[src/hdl/rpnh_pkg.sv]
// shared types and constants for the ray polygon nearest hit block
package rpnh_pkg;

    localparam int COORD_W = 16;

    localparam logic [1:0] KIND_WRITE = 2'd0;
    localparam logic [1:0] KIND_CAST  = 2'd1;
    localparam logic [1:0] KIND_CLEAR = 2'd2;

    localparam logic REG_VERTEX_COUNT = 1'b0;
    localparam logic REG_OPAQUE       = 1'b1;

    typedef struct packed {
        logic [1:0]                 kind;
        logic [3:0]                 vertex_index;
        logic signed [COORD_W-1:0]  vertex_x;
        logic signed [COORD_W-1:0]  vertex_y;
        logic signed [COORD_W-1:0]  ray_src_x;
        logic signed [COORD_W-1:0]  ray_src_y;
        logic signed [COORD_W-1:0]  target_x;
        logic signed [COORD_W-1:0]  target_y;
    } t_in;

    typedef struct packed {
        logic                       hit;
        logic signed [COORD_W-1:0]  end_x;
        logic signed [COORD_W-1:0]  end_y;
        logic                       touched;
    } t_out;

    // control from the edge walker to the cell row
    typedef struct packed {
        logic load;
        logic shift;
    } t_row_ctl;

endpackage

[src/hdl/rpnh_div.sv]
// restoring divider: round(n*|a|/den) for 0 <= n <= den, |a| < 2^17
module rpnh_div (
    input  logic        i_clk,
    input  logic        i_rst_n,
    input  logic        i_start,
    input  logic [64:0] i_num,   // 2*n*|a| + den
    input  logic [63:0] i_den,   // 2*den
    output logic        o_done,
    output logic [17:0] o_q
);
    import rpnh_pkg::*;

    localparam int QW = 18;

    logic [64:0] r_rem;
    logic [63:0] r_den;
    logic [QW-1:0] r_q;
    logic [4:0]  r_cnt;
    logic        r_busy;
    logic [81:0] w_trial;
    logic        w_fit;

    // quotient fits in 18 bits since n <= den
    always_comb begin
        w_trial = {18'd0, r_den} << (QW - 1 - r_cnt);
        w_fit   = ({17'd0, r_rem} >= w_trial);
    end

    always_ff @(posedge i_clk) begin
        if (!i_rst_n) begin
            r_busy <= 1'b0;
            o_done <= 1'b0;
        end else begin
            o_done <= 1'b0;
            if (i_start) begin
                r_busy <= 1'b1;
                r_rem  <= i_num;
                r_den  <= i_den;
                r_q    <= '0;
                r_cnt  <= 5'd0;
            end else if (r_busy) begin
                // quotient bits enter msb first
                r_q <= {r_q[QW-2:0], w_fit};
                if (w_fit) begin
                    r_rem <= 65'({17'd0, r_rem} - w_trial);
                end
                if (r_cnt == 5'(QW - 1)) begin
                    r_busy <= 1'b0;
                    o_done <= 1'b1;
                end
                r_cnt <= r_cnt + 5'd1;
            end
        end
    end

    assign o_q = r_q;
endmodule

[config.mk]
export PLATFORM = sky130hd
export DESIGN_NAME = rpnh_div
export DESIGN_NICKNAME = d
export VERILOG_FILES = /design/src/hdl/rpnh_pkg.sv /design/src/hdl/rpnh_div.sv
export SDC_FILE = /design/constraint.sdc
export NUM_CORES = 1
export LEC_CHECK = 0
export BUFFER_PORTS_ARGS = -buffer_cell sky130_fd_sc_hd__buf_2
export CELL_PAD_IN_SITES_DETAIL_PLACEMENT = 1
export CELL_PAD_IN_SITES_GLOBAL_PLACEMENT = 1
export CORE_MARGIN = 3
export CORE_UTILIZATION = 49
export DETAILED_ROUTE_END_ITERATION = 6
export PLACE_DENSITY = 0.89
export SKIP_CTS_REPAIR_TIMING = 1
export SLEW_MARGIN = 25
export SYNTH_ARGS = -nofsm -noshare
export SYNTH_HDL_FRONTEND = slang
export SYNTH_SLANG_ARGS = --single-unit
[constraint.sdc]
create_clock -name i_clk -period 19.85 [get_ports i_clk]
set_input_delay 0.9925 -clock i_clk [delete_from_list [all_inputs] [get_ports i_clk]]
set_output_delay 0.9925 -clock i_clk [all_outputs]
set_load 0.005 [all_outputs]
# == Word-level counts from Yosys, hierarchy flattened ==
# Cells that the tools add are included.
# totals
out_inout_bits,19
wordCells,29
input_bits,132
regBits,154
# op_classes
n_reduce_logical,6
magnitude_cmp,1
eq_ne,1
shift,1
add_sub_neg,3
n_bitwise,2
n_mux,9
# ops
operator,count
2-to-1 mux 65 bit,3
>= comparator 65 x 82 -> 1 bit,1
<< shifter 64 x 32 -> 82 bit,1
subtractor 65 bit,1
2-to-1 mux 18 bit,1
"subtractor 5 x 5 -> 6 bit, first input constant",1
"adder 5 x 1 -> 5 bit, second input constant",1
"== test 5 bit, second input constant",1
2-to-1 mux 5 bit,1
2-to-1 mux 1 bit,4
AND reduction 2 bit,2
nonzero test 2 bit,2
AND reduction 3 bit,1
OR reduction 3 bit,1
inverter 1 bit,2

# == Longest topological paths before layout ==
# logic_depth
word_depth,6
mapped_depth,30

# == Least setup slack after synthesis ==
# OpenSTA, ideal clock, no wires.
# synth_timing
path_kind,reg2reg
start,register r_cnt[1]
end,register r_rem[0] (enable)
period_less_slack_ns,9.227
required_time_ns,19.354
setup_ns,0.496
arrival_ns,8.731
path_slack_ns,10.623
n_path_buf,10
stages_incl_launch_ff,29
path_cell_list,edfxtp_1 clkbuf_1 inv_2 buf_2 buf_2 clkbuf_1 buf_1 ha_1 clkbuf_1 inv_1 buf_1 buf_1 clkbuf_1 a31oi_1 nand2_1 o21ai_0 or2_2 ha_1 clkbuf_1 a21oi_1 o211ai_1 o2111ai_1 and3_1 a21oi_1 o21ai_1 nand2_1 a41oi_1 or3_1 o21ai_1
# synth_between
elab_chain_cells,5
# synth_lines
item,line,rtl
start: declaration,rpnh_div.sv:18,logic [4:0] r_cnt;
start signal: assignment,rpnh_div.sv:51,r_cnt <= r_cnt + 5'd1;
subtractor 5 x 5 -> 6 bit,rpnh_div.sv:25,"w_trial = {18'd0, r_den} << (QW - 1 - r_cnt);"
<< shifter 64 x 32 -> 82 bit,rpnh_div.sv:25,
>= comparator 65 x 82 -> 1 bit,rpnh_div.sv:26,"w_fit = ({17'd0, r_rem} >= w_trial);"
nonzero test 2 bit (no line),--,
AND reduction 3 bit (no line),--,
end signal: assignment,rpnh_div.sv:37,r_rem <= i_num;
end signal: assignment,rpnh_div.sv:45,"r_rem <= 65'({17'd0, r_rem} - w_trial);"
end: declaration,rpnh_div.sv:15,logic [64:0] r_rem;
# No other way between the ends.
# A chain may end at the register's enable or synchronous reset.

# == Worst setup path after layout ==
# layout_timing
start,register r_cnt[1]
end,register r_rem[60] (enable)
# The elaborated chain is that of the path after synthesis.

==> results.sh <==
export IMPL_status="finished clean"
export IMPL_yosys_most_used_dff="edfxtp_1"
export IMPL_ir_worst_vdd_v=0.0000635
export IMPL_initial_core_util_pct=50.5
export IMPL_ys_types=75
export IMPL_rows=59
export IMPL_critical_path_class="flop to flop"
export IMPL_layout_common_cells="nand2_1 (195), edfxtp_1 (152), buf_2 (149), a21oi_1 (134), o21ai_0 (133)"
export IMPL_num_vias=12800
export IMPL_seqCellArea_sq_um=4600
export IMPL_finalWeightedCongestion=0.968
export IMPL_final_nets=1808
export IMPL_reg2reg_to="r_rem[60]"
export IMPL_dieHeight_microns=171
export IMPL_fin_skew_ns=0.0255
export IMPL_synth_area_top_cells="edfxtp_1 (34%), mux2i_1 (6.5%), ha_1 (6.5%)"
export IMPL_syn_area_per_cell_sq_um=8.72
export IMPL_synth_seq_area_share_pct=34.5
export IMPL_worst_pin_slew_ns=1.01
export IMPL_ant_nets=0
export IMPL_core_sq_um=26400
export IMPL_dp_hpwl_mm=35.6
export IMPL_hold_class="flop to flop"
export IMPL_syn_area_sq_um=13300
export IMPL_cts_reportedPaths_clkPinSlew_ns=0.09
export IMPL_cp_arrival_ns=7.96
export IMPL_final_util_pct=56.4
export IMPL_ioPinCount=151
export IMPL_syn_inst=1530
export IMPL_track_usage_pct=32.2
export IMPL_finalSetupViolCount=0
export IMPL_grt_pass1_wl_mm=73.3
export IMPL_preCtsSetupSlack_ns=11.82
export IMPL_timing_setup_tns_ns=0
export IMPL_antenna_found_initial=0
export IMPL_grt_max_degree=66
export IMPL_insertion_delay_ns=0.46
export IMPL_finalNonFillerCells=1954
export IMPL_power_density_nw_per_um2=103
export IMPL_root_buffer="clkbuf_16"
export IMPL_setup_ws_ns=11.97
export IMPL_synth_fp_nets=1732
export IMPL_clockBufferDepth=2
export IMPL_synth_seq_cells=154
export IMPL_n_antenna_cell=0
export IMPL_numCtsBuffers=17
export IMPL_cp_end_kind="flop"
export IMPL_finalHoldViolCount=0
export IMPL_worstSetupStartpointType="flop"
export IMPL_cts_tree="done"
export IMPL_drive_gt1_share_pct=15.7
export IMPL_dieArea_sq_um=29200
export IMPL_grt_pass1_vias=12800
export IMPL_worst_hold_path_endpoint="o_q[15]"
export IMPL_p_leak_uw=0.00603
export IMPL_synth_edf_count=152
export IMPL_synthArstFlopShare_pct=0
export IMPL_clock_sinks=154
export IMPL_synth_warnings=0
export IMPL_portBuffers=150
export IMPL_multiInputGateArea_sq_um=8230
export IMPL_via_per_inst=6.54
export IMPL_maxCapViolCount=0
export IMPL_fillerInstances=3163
export IMPL_post_route_period_util_pct=39.7
export IMPL_drt_initial_drc_count=1195
export IMPL_wirelength_mm=47.7
export IMPL_total_power_uw=1540
export IMPL_crit_required_ns=19.94
export IMPL_cp_max_fo=58
export IMPL_rrSetupSlack_ns=11.97
export IMPL_dr_pass1_iters=7
export IMPL_slew_viol_final=0
export IMPL_synth_area_leader_cell="edfxtp_1"
export IMPL_rsz0062_at_grt="no"
export IMPL_layout_commonest_cell="nand2_1"
export IMPL_post_route_drc_count=0
export IMPL_die_w_microns=171
export IMPL_h_tree_depth=4
export IMPL_r2r_start="r_cnt[1]"
export IMPL_fin_crit_ns=7.88
export IMPL_syn_to_final_growth_pct=11.7
export IMPL_max_slew_margin_pct=32.6
export IMPL_rr_worst_depth=22
export IMPL_grt_overflow=0
export IMPL_drt_wirelength_per_cell_microns=24.4
export IMPL_hold_path_depth=1
export IMPL_max_freq_ghz=0.127
export IMPL_dpl_cell_count=1921
export IMPL_synth_top_cell_area_share_pct=34.2
export IMPL_hold_start="o_q[14]"
==> worst max path at each step <==
stage / startpoint / end / slack, ns / cells after the start
floorplan: r_cnt[1] / r_rem[0] / 10.62 / 28
global placement: r_cnt[1] / r_rem[21] / 12.23 / 22
detailed placement: r_cnt[1] / r_rem[22] / 11.82 / 22
CTS: r_cnt[1] / r_rem[60] / 11.65 / 22
global route: r_cnt[1] / r_rem[56] / 11.46 / 22
finish: r_cnt[1] / r_rem[60] / 11.97 / 22
==> cell type report <==
class | count | share of cell area, %
sequential | 154 | 30.9
clock inverter | 15 | 1.42
tap | 335 | 2.81
inverter | 31 | 0.781
multi-input combinational | 1237 | 55.2
timing repair buffer | 165 | 6.00
clock buffer | 17 | 2.86
==> registers in the layout (all words and copies together) (netlist names) <==
signal / flops
o_q: 18
r_cnt: 5
o_done: 1
r_den: 64
r_rem: 65
r_busy: 1
==> per-stage QoR <==
stage | hold slack, ns | instance area (sq um)
finish | 0.581 | 14900
global route | 0.612 | 14900
CTS | 0.585 | 14900
detailed placement | 0.564 | 14200
global placement | 0.536 | 14200
floorplan | 0.447 | 13300
==> worst max-delay path, stage by stage, from the launching register on <==
cell	delay, ns
edfxtp_1	0.42
inv_2	0.07
buf_4	0.55
ha_1	0.50
nand2b_1	0.61
nand2_1	0.92
o211ai_1	0.24
o21ai_0	0.36
nor2_1	0.07
a21oi_1	0.23
a21oi_1	0.12
ha_1	0.46
and3_1	0.29
nand2_1	0.12
nor2_1	0.21
nand4_1	0.13
a21oi_1	0.35
o21ai_1	0.16
nand2_1	0.12
a41oi_1	0.11
or3_1	0.47
o21ai_4	0.45
buf_4	0.51
==> cells by family (layout without fill, tap and decap cells) <==
logic type / after synthesis / in the layout / synth area share (%)
xor gates and xnor gates: 66 / 66 / 4.33
muxes: 127 / 127 / 10.9
DFF: 154 / 154 / 34.5
and+or+nand+nor: 467 / 467 / 15.6
adders and majority gates: 70 / 70 / 6.62
AOI/OAI and AO/OA: 507 / 507 / 23.8
buffers and inverters: 139 / 228 / 4.24
==> cells in the mapped netlist (10+ instances only) <==
cell type,number
a211oi_1,33
a21o_1,46
a21oi_1,134
a22oi_1,12
a31oi_1,16
and3_1,20
buf_1,11
clkbuf_1,82
edfxtp_1,152
ha_1,69
inv_1,30
mux2_2,21
mux2i_1,87
mux4_2,10
nand2_1,195
nand2b_1,10
nand3_1,20
nand4_1,20
nor2_1,125
nor2b_1,26
nor3_1,17
o211ai_1,17
o21a_1,11
o21ai_0,133
o21ai_1,16
o21bai_1,13
xnor2_1,37
xor2_1,29
==> where the power goes <==
group	total [uW]	switching (uW)	internal, uW
combinational	755	476	279
clock	362	186	175
sequential	421	18.9	402
==> per-layer routing <==
metal | track usage (%) | part of all wire, %
met4 | 13.9 | 4.3
met3 | 4.53 | 5.6
met5 | 0 | 0
met1 | 40.7 | 41
met2 | 55.3 | 49
No activity file was read; power rests on OpenSTA's default activity.
