<file path="config.mk">
export PLATFORM = sky130hd
export DESIGN_NAME = rpnh_cell
export DESIGN_NICKNAME = d
export VERILOG_FILES = /design/src/hdl/rpnh_pkg.sv /design/src/hdl/rpnh_cell.sv
export SDC_FILE = /design/constraint.sdc
export NUM_CORES = 1
export LEC_CHECK = 0
export BUFFER_PORTS_ARGS = -buffer_cell sky130_fd_sc_hd__buf_2
export CORE_MARGIN = 2
export CORE_UTILIZATION = 47
export CTS_CLUSTER_DIAMETER = 50
export CTS_CLUSTER_SIZE = 24
export DETAILED_ROUTE_END_ITERATION = 10
export GPL_ROUTABILITY_DRIVEN = 1
export PLACE_DENSITY_LB_ADDON = 0.1
export SYNTH_ARGS = -nofsm -noshare
export SYNTH_HDL_FRONTEND = slang
export SYNTH_SLANG_ARGS = --single-unit
</file>
<file path="constraint.sdc">
create_clock -name i_clk -period 2.1 [get_ports i_clk]
set_clock_uncertainty 0.2 [all_clocks]
set_input_delay 0.105 -clock i_clk [delete_from_list [all_inputs] [get_ports i_clk]]
set_output_delay 0.105 -clock i_clk [all_outputs]
set_load 0.05 [all_outputs]
</file>
<file path="src/hdl/rpnh_pkg.sv">
// shared types and constants for the ray polygon nearest hit block
package rpnh_pkg;

    localparam int COORD_W = 16;

    localparam logic [1:0] KIND_WRITE = 2'd0;
    localparam logic [1:0] KIND_CAST  = 2'd1;
    localparam logic [1:0] KIND_CLEAR = 2'd2;

    localparam logic REG_VERTEX_COUNT = 1'b0;
    localparam logic REG_OPAQUE       = 1'b1;

    typedef struct packed {
        logic [1:0]                 kind;
        logic [3:0]                 vertex_index;
        logic signed [COORD_W-1:0]  vertex_x;
        logic signed [COORD_W-1:0]  vertex_y;
        logic signed [COORD_W-1:0]  ray_src_x;
        logic signed [COORD_W-1:0]  ray_src_y;
        logic signed [COORD_W-1:0]  target_x;
        logic signed [COORD_W-1:0]  target_y;
    } t_in;

    typedef struct packed {
        logic                       hit;
        logic signed [COORD_W-1:0]  end_x;
        logic signed [COORD_W-1:0]  end_y;
        logic                       touched;
    } t_out;

    // control from the edge walker to the cell row
    typedef struct packed {
        logic load;
        logic shift;
    } t_row_ctl;

endpackage

</file>
<file path="src/hdl/rpnh_cell.sv">
// one vertex cell of the rotating vertex ring
module rpnh_cell (
    input  logic                            i_clk,
    input  rpnh_pkg::t_row_ctl              i_ctl,
    input  logic                            i_wr,
    input  logic signed [rpnh_pkg::COORD_W-1:0] i_wx,
    input  logic signed [rpnh_pkg::COORD_W-1:0] i_wy,
    input  logic signed [rpnh_pkg::COORD_W-1:0] i_nx,
    input  logic signed [rpnh_pkg::COORD_W-1:0] i_ny,
    output logic signed [rpnh_pkg::COORD_W-1:0] o_x,
    output logic signed [rpnh_pkg::COORD_W-1:0] o_y
);
    import rpnh_pkg::*;

    logic signed [COORD_W-1:0] r_x, r_y;   // home copy
    logic signed [COORD_W-1:0] r_wx, r_wy; // working copy, shifts along the ring

    always_ff @(posedge i_clk) begin
        if (i_wr) begin
            r_x <= i_wx;
            r_y <= i_wy;
        end
        if (i_ctl.load) begin
            r_wx <= r_x;
            r_wy <= r_y;
        end else if (i_ctl.shift) begin
            r_wx <= i_nx;
            r_wy <= i_ny;
        end
    end

    assign o_x = r_wx;
    assign o_y = r_wy;
endmodule

</file>
* Yosys cells after proc, flatten, opt, wreduce, memory -nomap -nowiden
Index checks and enable logic that the tools add are counted.
** Cells by class
- Multiplexer cells :: 4
- Reduce and logical (&&, ||, !) cells :: 1
** Operator list (number)
- $mux 16 :: 4
- $reduce_bool 2->1 :: 1
** Word-level totals
- Flip-flop bits (word level) :: 64
- Bits of input ports :: 68
- Output and inout port bits :: 32
- Logic and storage cells :: 9

* Depth between registers and ports, before layout
Gate-level depths: netlist of the first run.
- Depth in word-level cells :: 2
- Depth in mapped cells :: 3
- Depth with buffers taken out :: 1

* Worst setup path after synthesis of the first run
OpenSTA, ideal clock, no wires.
- Kind :: input-to-reg
- From :: in i_ctl[1] in the netlist's numbering
- To :: reg r_wx[0], in the netlist o_x[0] (enable)
- Library setup time :: 0.390 ns
- Arrival time :: 1.127 ns
- Required time :: 1.510 ns
- Path slack :: 0.382 ns
- Stages :: 3
- Path buffers :: 2
- Cells stage by stage :: buf_6 -> buf_12 -> or2_1
** On the way
- Cells in the longest elaborated chain, start to end :: 1
** RTL lines
- start: declaration :: RTL line rpnh_cell.sv:4 : input rpnh_pkg::t_row_ctl i_ctl,
- $reduce_bool 2->1 (no line)
- end signal: assignment :: RTL line rpnh_cell.sv:24 : r_wx <= r_x;
- end signal: assignment :: RTL line rpnh_cell.sv:27 : r_wx <= i_nx;
- end: declaration :: RTL line rpnh_cell.sv:16 : logic signed [COORD_W-1:0] r_wx, r_wy;
Every way passes these cells.
A chain may end at the register's enable or synchronous reset.

* Final worst setup path of the first run
- From :: reg r_wx[5], in the netlist o_x[5]
- To :: out o_x[5] in the netlist's numbering
** RTL lines
- end: declaration :: RTL line rpnh_cell.sv:10 : output logic signed [rpnh_pkg::COORD_W-1:0] o_x,
No word-level cell between the ends.

==> results of run 1 <==
## where the power goes
| part | switching (mW) | internal [mW] |
|---|---|---|
| clock network | 0.433 | 0.778 |
| registers | 0.0302 | 1.54 |
| logic | 0.335 | 0.247 |
## cells in the mapped netlist
cell and number:
buf_12 3, mux2_4 29, or2_1 1, buf_6 1, mux2_2 3, edfxtp_1 64
## sequential cells by signal (all words and copies together), names as in the netlist
name / cells
o_x: 16
o_y: 16
r_y: 16
r_x: 16
## cells by family after synthesis
| family | count (synthesis) | share of synthesized area (%) |
|---|---|---|
| buffers and inverters | 4 | 2.89 |
| flip-flops | 64 | 77.9 |
| multiplexers | 32 | 19.0 |
| AND/OR/NAND/NOR | 1 | 0.254 |
## final timing paths
kind / slack, ns / depth (start not counted) / startpoint / to
setup reg to reg: 1.01 / 1 / r_y[9] / o_y[9]
hold reg to reg: 0.35 / 1 / r_y[2] / o_y[2]
hold / removal: 0.13 / 2 / i_ctl[1] / o_y[3]
setup / recovery: 0.83 / 1 / o_x[5] / o_x[5]
## timing repair
item	in CTS	in global routing
hold endpoints to repair	64	0
gates resized for setup	0	0
hold buffers	64	0
## final cells by class
| type | instances | area share (%) |
|---|---|---|
| clock inverter | 7 | 2.83 |
| clock buffer | 9 | 3.18 |
| sequential | 64 | 49.4 |
| timing repair buffer | 166 | 30.1 |
| tap | 70 | 2.25 |
| multi-input combinational | 33 | 12.2 |
## per-stage QoR
step / cells / setup slack [ns] / hold WS (ns)
2_1_floorplan: 101 / 0.382 / 0.00387
3_3_place_gp: 269 / 0.625 / 0.0822
3_5_place_dp: 269 / 0.597 / 0.0831
4_1_cts: 349 / 0.814 / 0.112
5_1_grt: 349 / 0.801 / 0.114
6_report: 349 / 0.832 / 0.126
## metal layers
layer / GRT usage [%] / up-vias / part of all wire (%)
met5: 0 / - / 0
met4: 6.00 / 0 / 1.0
met3: 5.45 / 8 / 5.3
met2: 31.9 / 60 / 54
met1: 19.8 / 708 / 39
li1: - / 746 / -
==> reports/metrics.cfg, run 1 <==
[global_routing]
grt_usage_pct = 17.7
grt_max_degree = 33
grt_pass1_wl_microns = 7680
antenna_found_initial = 0
grt_pass1_vias = 1708
grt_overflow_total = 0

[critical_path]
critical_path_class = flip-flop to primary output
crit_buf_inv = 1
start_kind = flip-flop
cpPeakStageDelay_ns = 0.41
end_kind = primary output
crit_path_max_fanout = 1
slowest_stage = edfxtp_1
worstPathCellList = buf_2
crit_required_ns = 1.79
crit_arrival_ns = 0.96
critPathTopFamily = flip-flops

[yosys]
syn_area_sq_mm = 0.00247
synthesis.nets = 169
ys_warn_count = 0
avgSynthCellArea_sq_um = 24.4
yosys.area.top_type = edfxtp_1
synth_cell_types = 6
synthCells = 101
synthDominantCellAreaShare_pct = 77.9
synth-seq-area-share_pct = 77.9
synth_area_leaders = edfxtp_1, mux2_4, buf_12
ys_ff_latch = 64

[clock_tree]
h-tree-depth = 3
clk_pin_slew_ns = 0.06
postCtsSetupRepairBufs = 0
root_buffer = clkbuf_8
cts_tree = yes
clock-sinks = 64
worstSkewPairLatency_ns = 0.32
clk_path_buf_depth = 2
cts_buffers = 9

[timing]
slew_headroom_pct = 54.1
worst_pin_slew_ns = 0.688
drv_slew = 0
rsz0062_at_grt = no
post-route-min-period_ns = 1.27
fmaxAchievable_mhz = 789
period_share_pct = 60.4
setup_violations = 0
finalHoldViolations = 0
tns_ns = 0

[final_layout]
antenna_cells = 0
design_area_sq_mm = 0.00389
seqCellArea_sq_mm = 0.00192
drive_gt1_share_pct = 53.0
fill_cells = 311
final_cell_mix = buf_2, dlygate4sd3_1, edfxtp_1
syn_to_final_growth_pct = 57.6
fin_util_pct = 76.7
final_common_cell = buf_2
nets = 342
multi_input_area_sq_um = 475

[die]
die_w_microns = 76.5
placementRows = 26
core_area_sq_mm = 0.00507
initial_core_util_pct = 48.6
pin_count = 100
die_area_sq_mm = 0.00585
die_h_microns = 76.5

[drt]
viasPerCell = 4.36
totalWireLength_microns = 4740
drc = 0
num_vias = 1522
dr.first_iter.drc_count = 61
wire_per_inst_microns = 13.6
ant_nets = 0
firstDrtPassIters = 4

[run]
max_cap_violations = 0

[power]
pwr_density_cell_mw_per_mm2 = 865
total_power_mw = 3.36
p_leak_nw = 1.68
peakVddDrop_mv = 0.576

[status]
outcome = completed

[placed_design]
place_congestion = 0.682
place_area_sq_mm = 0.00302
port_buffers = 99

[min_path]
hold_class = input pin to flip-flop

Note: power is estimated with default switching activity, not from simulation.
==> inputs of run 2 (changes only) <==
--- a/config.mk
+++ b/config.mk
@@ -5,6 +5,7 @@
 export SDC_FILE = /design/constraint.sdc
 export NUM_CORES = 1
 export LEC_CHECK = 0
+export ABC_AREA = 1
 export BUFFER_PORTS_ARGS = -buffer_cell sky130_fd_sc_hd__buf_2
 export CORE_MARGIN = 2
 export CORE_UTILIZATION = 47
==> constraint.sdc (replaced) <==
create_clock -name i_clk -period 1.2 [get_ports i_clk]
set_clock_uncertainty 0.2 [all_clocks]
set_input_delay 0.06 -clock i_clk [delete_from_list [all_inputs] [get_ports i_clk]]
set_output_delay 0.06 -clock i_clk [all_outputs]
set_load 0.05 [all_outputs]
==> reports/metrics.cfg, run 2 <==
[power]
pwr_density_cell_mw_per_mm2 = 1430
p_leak_nw = 1.74
total_power_mw = 5.47
peakVddDrop_mv = 1.09

[global_routing]
grt_overflow_total = 0
grt_usage_pct = 19.9
grt_pass1_vias = 1763
grt_max_degree = 34
antenna_found_initial = 0
grt_pass1_wl_microns = 7700

[critical_path]
critPathTopFamily = flip-flops
crit_buf_inv = 1
crit_required_ns = 0.94
crit_arrival_ns = 0.92
r2r_slack_ns = 0.25
critical_path_class = flip-flop to primary output
slowest_stage = edfxtp_1
end_kind = primary output
cpPeakStageDelay_ns = 0.38
ff2ff_path_depth = 2
start_kind = flip-flop
worstPathCellList = buf_4
reg2reg_from = r_x[3]
r2r_end = o_x[3]
crit_path_max_fanout = 1

[yosys]
yosys.area_share.adder_pct = 0
synth_top_family_by_area = simple AND/OR/NAND/NOR gates
synth_compound_area_share_pct = 0
synth_common_cells = nand2_1, edfxtp_1, buf_6
synthMuxAreaShare_pct = 0
synthDominantCellAreaShare_pct = 81.4
ys_warn_count = 0
synth-simple-area-share_pct = 15.5
synth.most_common_cell = nand2_1
synthCells = 169
synth_xor_xnor_area_share_pct = 0
synthesis.nets = 237
synth_top_flop_cell = edfxtp_1
yosys.area.top_type = edfxtp_1
synth_cell_types = 6
syn_area_sq_mm = 0.00236
synth-seq-area-share_pct = 81.4
ys_ff_latch = 64
ys_async_sr_fraction_pct = 0
synth_area_leaders = edfxtp_1, nand2_1, buf_6
synth-edff-count = 64
avgSynthCellArea_sq_um = 14.0

[final_layout]
final_cells = 411
antenna_cells = 0
final_common_cell = nand2_1
final_cell_mix = nand2_1, buf_2, dlygate4sd3_1
design_area_sq_mm = 0.00383
nets = 407
fill_cells = 300
syn_to_final_growth_pct = 62.2
drive_gt1_share_pct = 33.7

[clock_tree]
worstSkewPairLatency_ns = 0.33
cts_tree = yes
clk_path_buf_depth = 2
h-tree-depth = 3
cts_buffers = 9
root_buffer = clkbuf_8
clock-sinks = 64
clk_pin_slew_ns = 0.06

[timing]
setup_violations = 0
rsz0062_at_grt = yes
finalHoldViolations = 0
tns_ns = 0
post-route-min-period_ns = 1.18
worst_pin_slew_ns = 0.440
fmaxAchievable_mhz = 849
slew_headroom_pct = 70.6
period_share_pct = 98.1
drv_slew = 0

[placed_design]
place_congestion = 0.725
dpl.hpwl_microns = 2740
place_area_sq_mm = 0.00290
post-place-cells = 330
port_buffers = 99

[die]
placementRows = 25
die_w_microns = 74.9
core_area_sq_mm = 0.00479
die_area_sq_mm = 0.00561
initial_core_util_pct = 49.4
pin_count = 100
die_h_microns = 74.9

[min_path]
whs_endpoint = o_y[1]
hold_depth = 4
hold_class = input pin to flip-flop
hp-start = i_ctl[1]

[status]
outcome = completed

[drt]
firstDrtPassIters = 4
ant_nets = 0
totalWireLength_microns = 5280
viasPerCell = 4.45
wire_per_inst_microns = 12.8
num_vias = 1830
drc = 0
dr.first_iter.drc_count = 71

[run]
max_cap_violations = 0

[run 2: changes by cell type in the layout (fill, tap and decap cells not counted), moves of 3 or more]
cell,previous run,this run
mux2_2,3,0
mux2_4,29,0
buf_2,99,71
nand2_1,0,96
clkbuf_1,0,3
buf_6,0,7
buf_4,2,22
[run 2: worst max path at each step]
stage	end	from	depth (start not counted)	slack, ns
detailed placement	o_x[3]	i_ctl[1]	5	-0.12
global placement	o_x[13]	i_ctl[1]	5	-0.09
global route	o_x[14]	o_x[14]	1	-0.009
CTS	o_y[6]	o_y[6]	1	0.001
finish	o_x[5]	o_x[5]	1	0.02
floorplan	o_x[0]	i_ctl[1]	2	0.17
[run 2: repair_timing]
action | CTS | global route
resized for setup | 6 | 51
setup endpoints to repair | 6 | 25
buffers inserted | 0 | 0
hold buffers | 65 | 0
hold endpoints to repair | 96 | 0
gates cloned | 0 | 0
[run 2: area by class of cell]
type	count	area (sq um)	share of cell area, %
well taps	67	83.8	2.19
inverters	1	6.26	0.163
multi-input cells	97	369	9.63
clock buffers	12	135	3.53
repair buffers	166	1270	33.1
flip-flops and latches	64	1920	50.2
clock inverters	4	45.0	1.18
[run 2: through the flow]
step / utilization [%] / hold slack (ns) / setup slack, ns
6_report: 80.1 / 0.167 / 0.0223
5_1_grt: 80.1 / 0.179 / -0.00902
4_1_cts: 78.4 / 0.158 / 0.00127
3_5_place_dp: 60.7 / 0.0381 / -0.123
3_3_place_gp: 60.7 / 0.0361 / -0.0893
2_1_floorplan: - / -0.0411 / 0.171
[run 2: routing by layer]
metal / global-route usage, % / vias up / share of wire [%]
met3: 7.23 / 12 / 8.9
li1: - / 910 / -
met5: 0 / - / 0
met2: 33.9 / 85 / 52
met1: 21.9 / 823 / 37
met4: 10.3 / 0 / 2.6
[run 2: cell families (layout without fill, tap and decap cells)]
kind of cell,count (synthesis),count (layout)
buffers and inverters,8,183
flip-flops,64,64
AND/OR/NAND/NOR,97,97
[run 2: report_power, final]
part | internal (mW) | switching (mW) | total, mW | leakage, nW
Combinational | 0.406 | 0.612 | 1.02 | 0.999
Sequential | 2.69 | 0.0551 | 2.75 | 0.645
Clock | 0.951 | 0.755 | 1.71 | 0.0941
==> inputs of run 3 (changes only) <==
--- a/config.mk
+++ b/config.mk
@@ -14,6 +14,7 @@
 export DETAILED_ROUTE_END_ITERATION = 10
 export GPL_ROUTABILITY_DRIVEN = 1
 export PLACE_DENSITY_LB_ADDON = 0.1
+export RECOVER_POWER = 25
 export SYNTH_ARGS = -nofsm -noshare
 export SYNTH_HDL_FRONTEND = slang
 export SYNTH_SLANG_ARGS = --single-unit
==> reports/metrics.cfg, run 3 (synthesis gave the netlist of run 2 again) <==
[critical_path]
slowest_stage = edfxtp_1
ff2ff_path_depth = 2
critPathTopFamily = flip-flops
end_kind = primary output
r2r_slack_ns = 0.25
reg2reg_from = r_x[3]
critical_path_class = flip-flop to primary output
r2r_end = o_x[3]
start_kind = flip-flop
crit_buf_inv = 1
crit_path_max_fanout = 1
crit_arrival_ns = 0.92
worstPathCellList = buf_4
cpPeakStageDelay_ns = 0.38
crit_required_ns = 0.94

[clock_tree]
clock-sinks = 64
h-tree-depth = 3
cts_buffers = 9
clk_pin_slew_ns = 0.07
clk_path_buf_depth = 2
postCtsSetupRepairBufs = 0
worstSkewPairLatency_ns = 0.33
cts_tree = yes
root_buffer = clkbuf_8

[power]
pwr_density_cell_mw_per_mm2 = 1430
p_leak_nw = 1.74
peakVddDrop_mv = 1.09

[final_layout]
drive_gt1_share_pct = 33.7
fill_cells = 300
final_common_cell = nand2_1
final_cells = 411
nets = 407
antenna_cells = 0
seqCellArea_sq_mm = 0.00192
syn_to_final_growth_pct = 62.1
multi_input_area_sq_um = 367
final_cell_mix = nand2_1, buf_2, dlygate4sd3_1

[timing]
rsz0062_at_grt = yes
post-route-min-period_ns = 1.18
finalHoldViolations = 0
fmaxAchievable_mhz = 845
drv_slew = 0
tns_ns = 0
period_share_pct = 98.6
setup_violations = 0
slew_headroom_pct = 49.9
worst_pin_slew_ns = 0.751

[placed_design]
dpl.hpwl_microns = 2740
port_buffers = 99
place_congestion = 0.725
post-place-cells = 330

[min_path]
hp-start = i_ctl[1]
hold_class = input pin to flip-flop
hold_depth = 4
whs_endpoint = o_y[1]

[die]
placementRows = 25
pin_count = 100
initial_core_util_pct = 49.4
core_area_sq_mm = 0.00479
die_w_microns = 74.9
die_h_microns = 74.9
die_area_sq_mm = 0.00561

[global_routing]
grt_pass1_vias = 1763
antenna_found_initial = 0
grt_usage_pct = 19.9
grt_overflow_total = 0
grt_max_degree = 34
grt_pass1_wl_microns = 7700

[drt]
dr.first_iter.drc_count = 72
firstDrtPassIters = 4
wire_per_inst_microns = 12.8
ant_nets = 0
viasPerCell = 4.43
totalWireLength_microns = 5260
drc = 0
num_vias = 1822

[status]
outcome = completed

[run]
max_cap_violations = 0

-- run 3: timing repair --
item | in CTS | in global routing
hold buffers | 65 | 0
hold endpoints to repair | 96 | 0
gates resized for setup | 6 | 51
setup endpoints to repair | 6 | 25
-- run 3: worst max-delay path by stage --
stage / start / cells past startpoint / slack, ns / to
after CTS: o_y[6] / 1 / 0.001 / o_y[6]
final: o_x[5] / 1 / 0.02 / o_x[5]
after floorplan: i_ctl[1] / 2 / 0.17 / o_x[0]
after global placement: i_ctl[1] / 5 / -0.09 / o_x[13]
after detailed placement: i_ctl[1] / 5 / -0.12 / o_x[3]
after global routing: o_x[14] / 1 / -0.009 / o_x[14]
-- run 3: per-stage QoR --
stage	power [mW]	util (%)	worst slack, ns	area, sq um	hold slack, ns
after floorplan	3.32	-	0.171	2360	-0.0411
after global placement	3.55	60.7	-0.0893	2900	0.0361
after detailed placement	3.56	60.7	-0.123	2900	0.0381
after CTS	5.44	78.4	0.00127	3750	0.158
after global routing	5.66	80.0	-0.00902	3830	0.177
final	5.48	80.0	0.0172	3830	0.165
-- run 3: area by class of cell --
| class | count | area share (%) |
|---|---|---|
| clock buffer | 12 | 3.53 |
| clock inverter | 4 | 1.18 |
| inverter | 1 | 0.163 |
| multi-input combinational | 97 | 9.58 |
| sequential | 64 | 50.2 |
| tap | 67 | 2.19 |
| timing repair buffer | 166 | 33.2 |
-- run 3: metal layers --
metal  track usage (%)  vias up  wire length, microns
li1                  -      909                     -
met1              21.9      806                  1920
met2              33.9       95                  2690
met3              7.23       12                   515
met4              10.3        0                   139
met5                 0        -                     0
-- run 3: worst min-delay path, stage by stage --
cell,delay (ns)
buf_2,0.10
buf_4,0.23
nand2_1,0.09
nand2_1,0.04
-- run 3: power breakdown --
group          switching (mW)  total (mW)  internal, mW
clock network           0.761        1.71         0.951
registers              0.0553        2.75          2.69
logic                   0.611        1.02         0.405
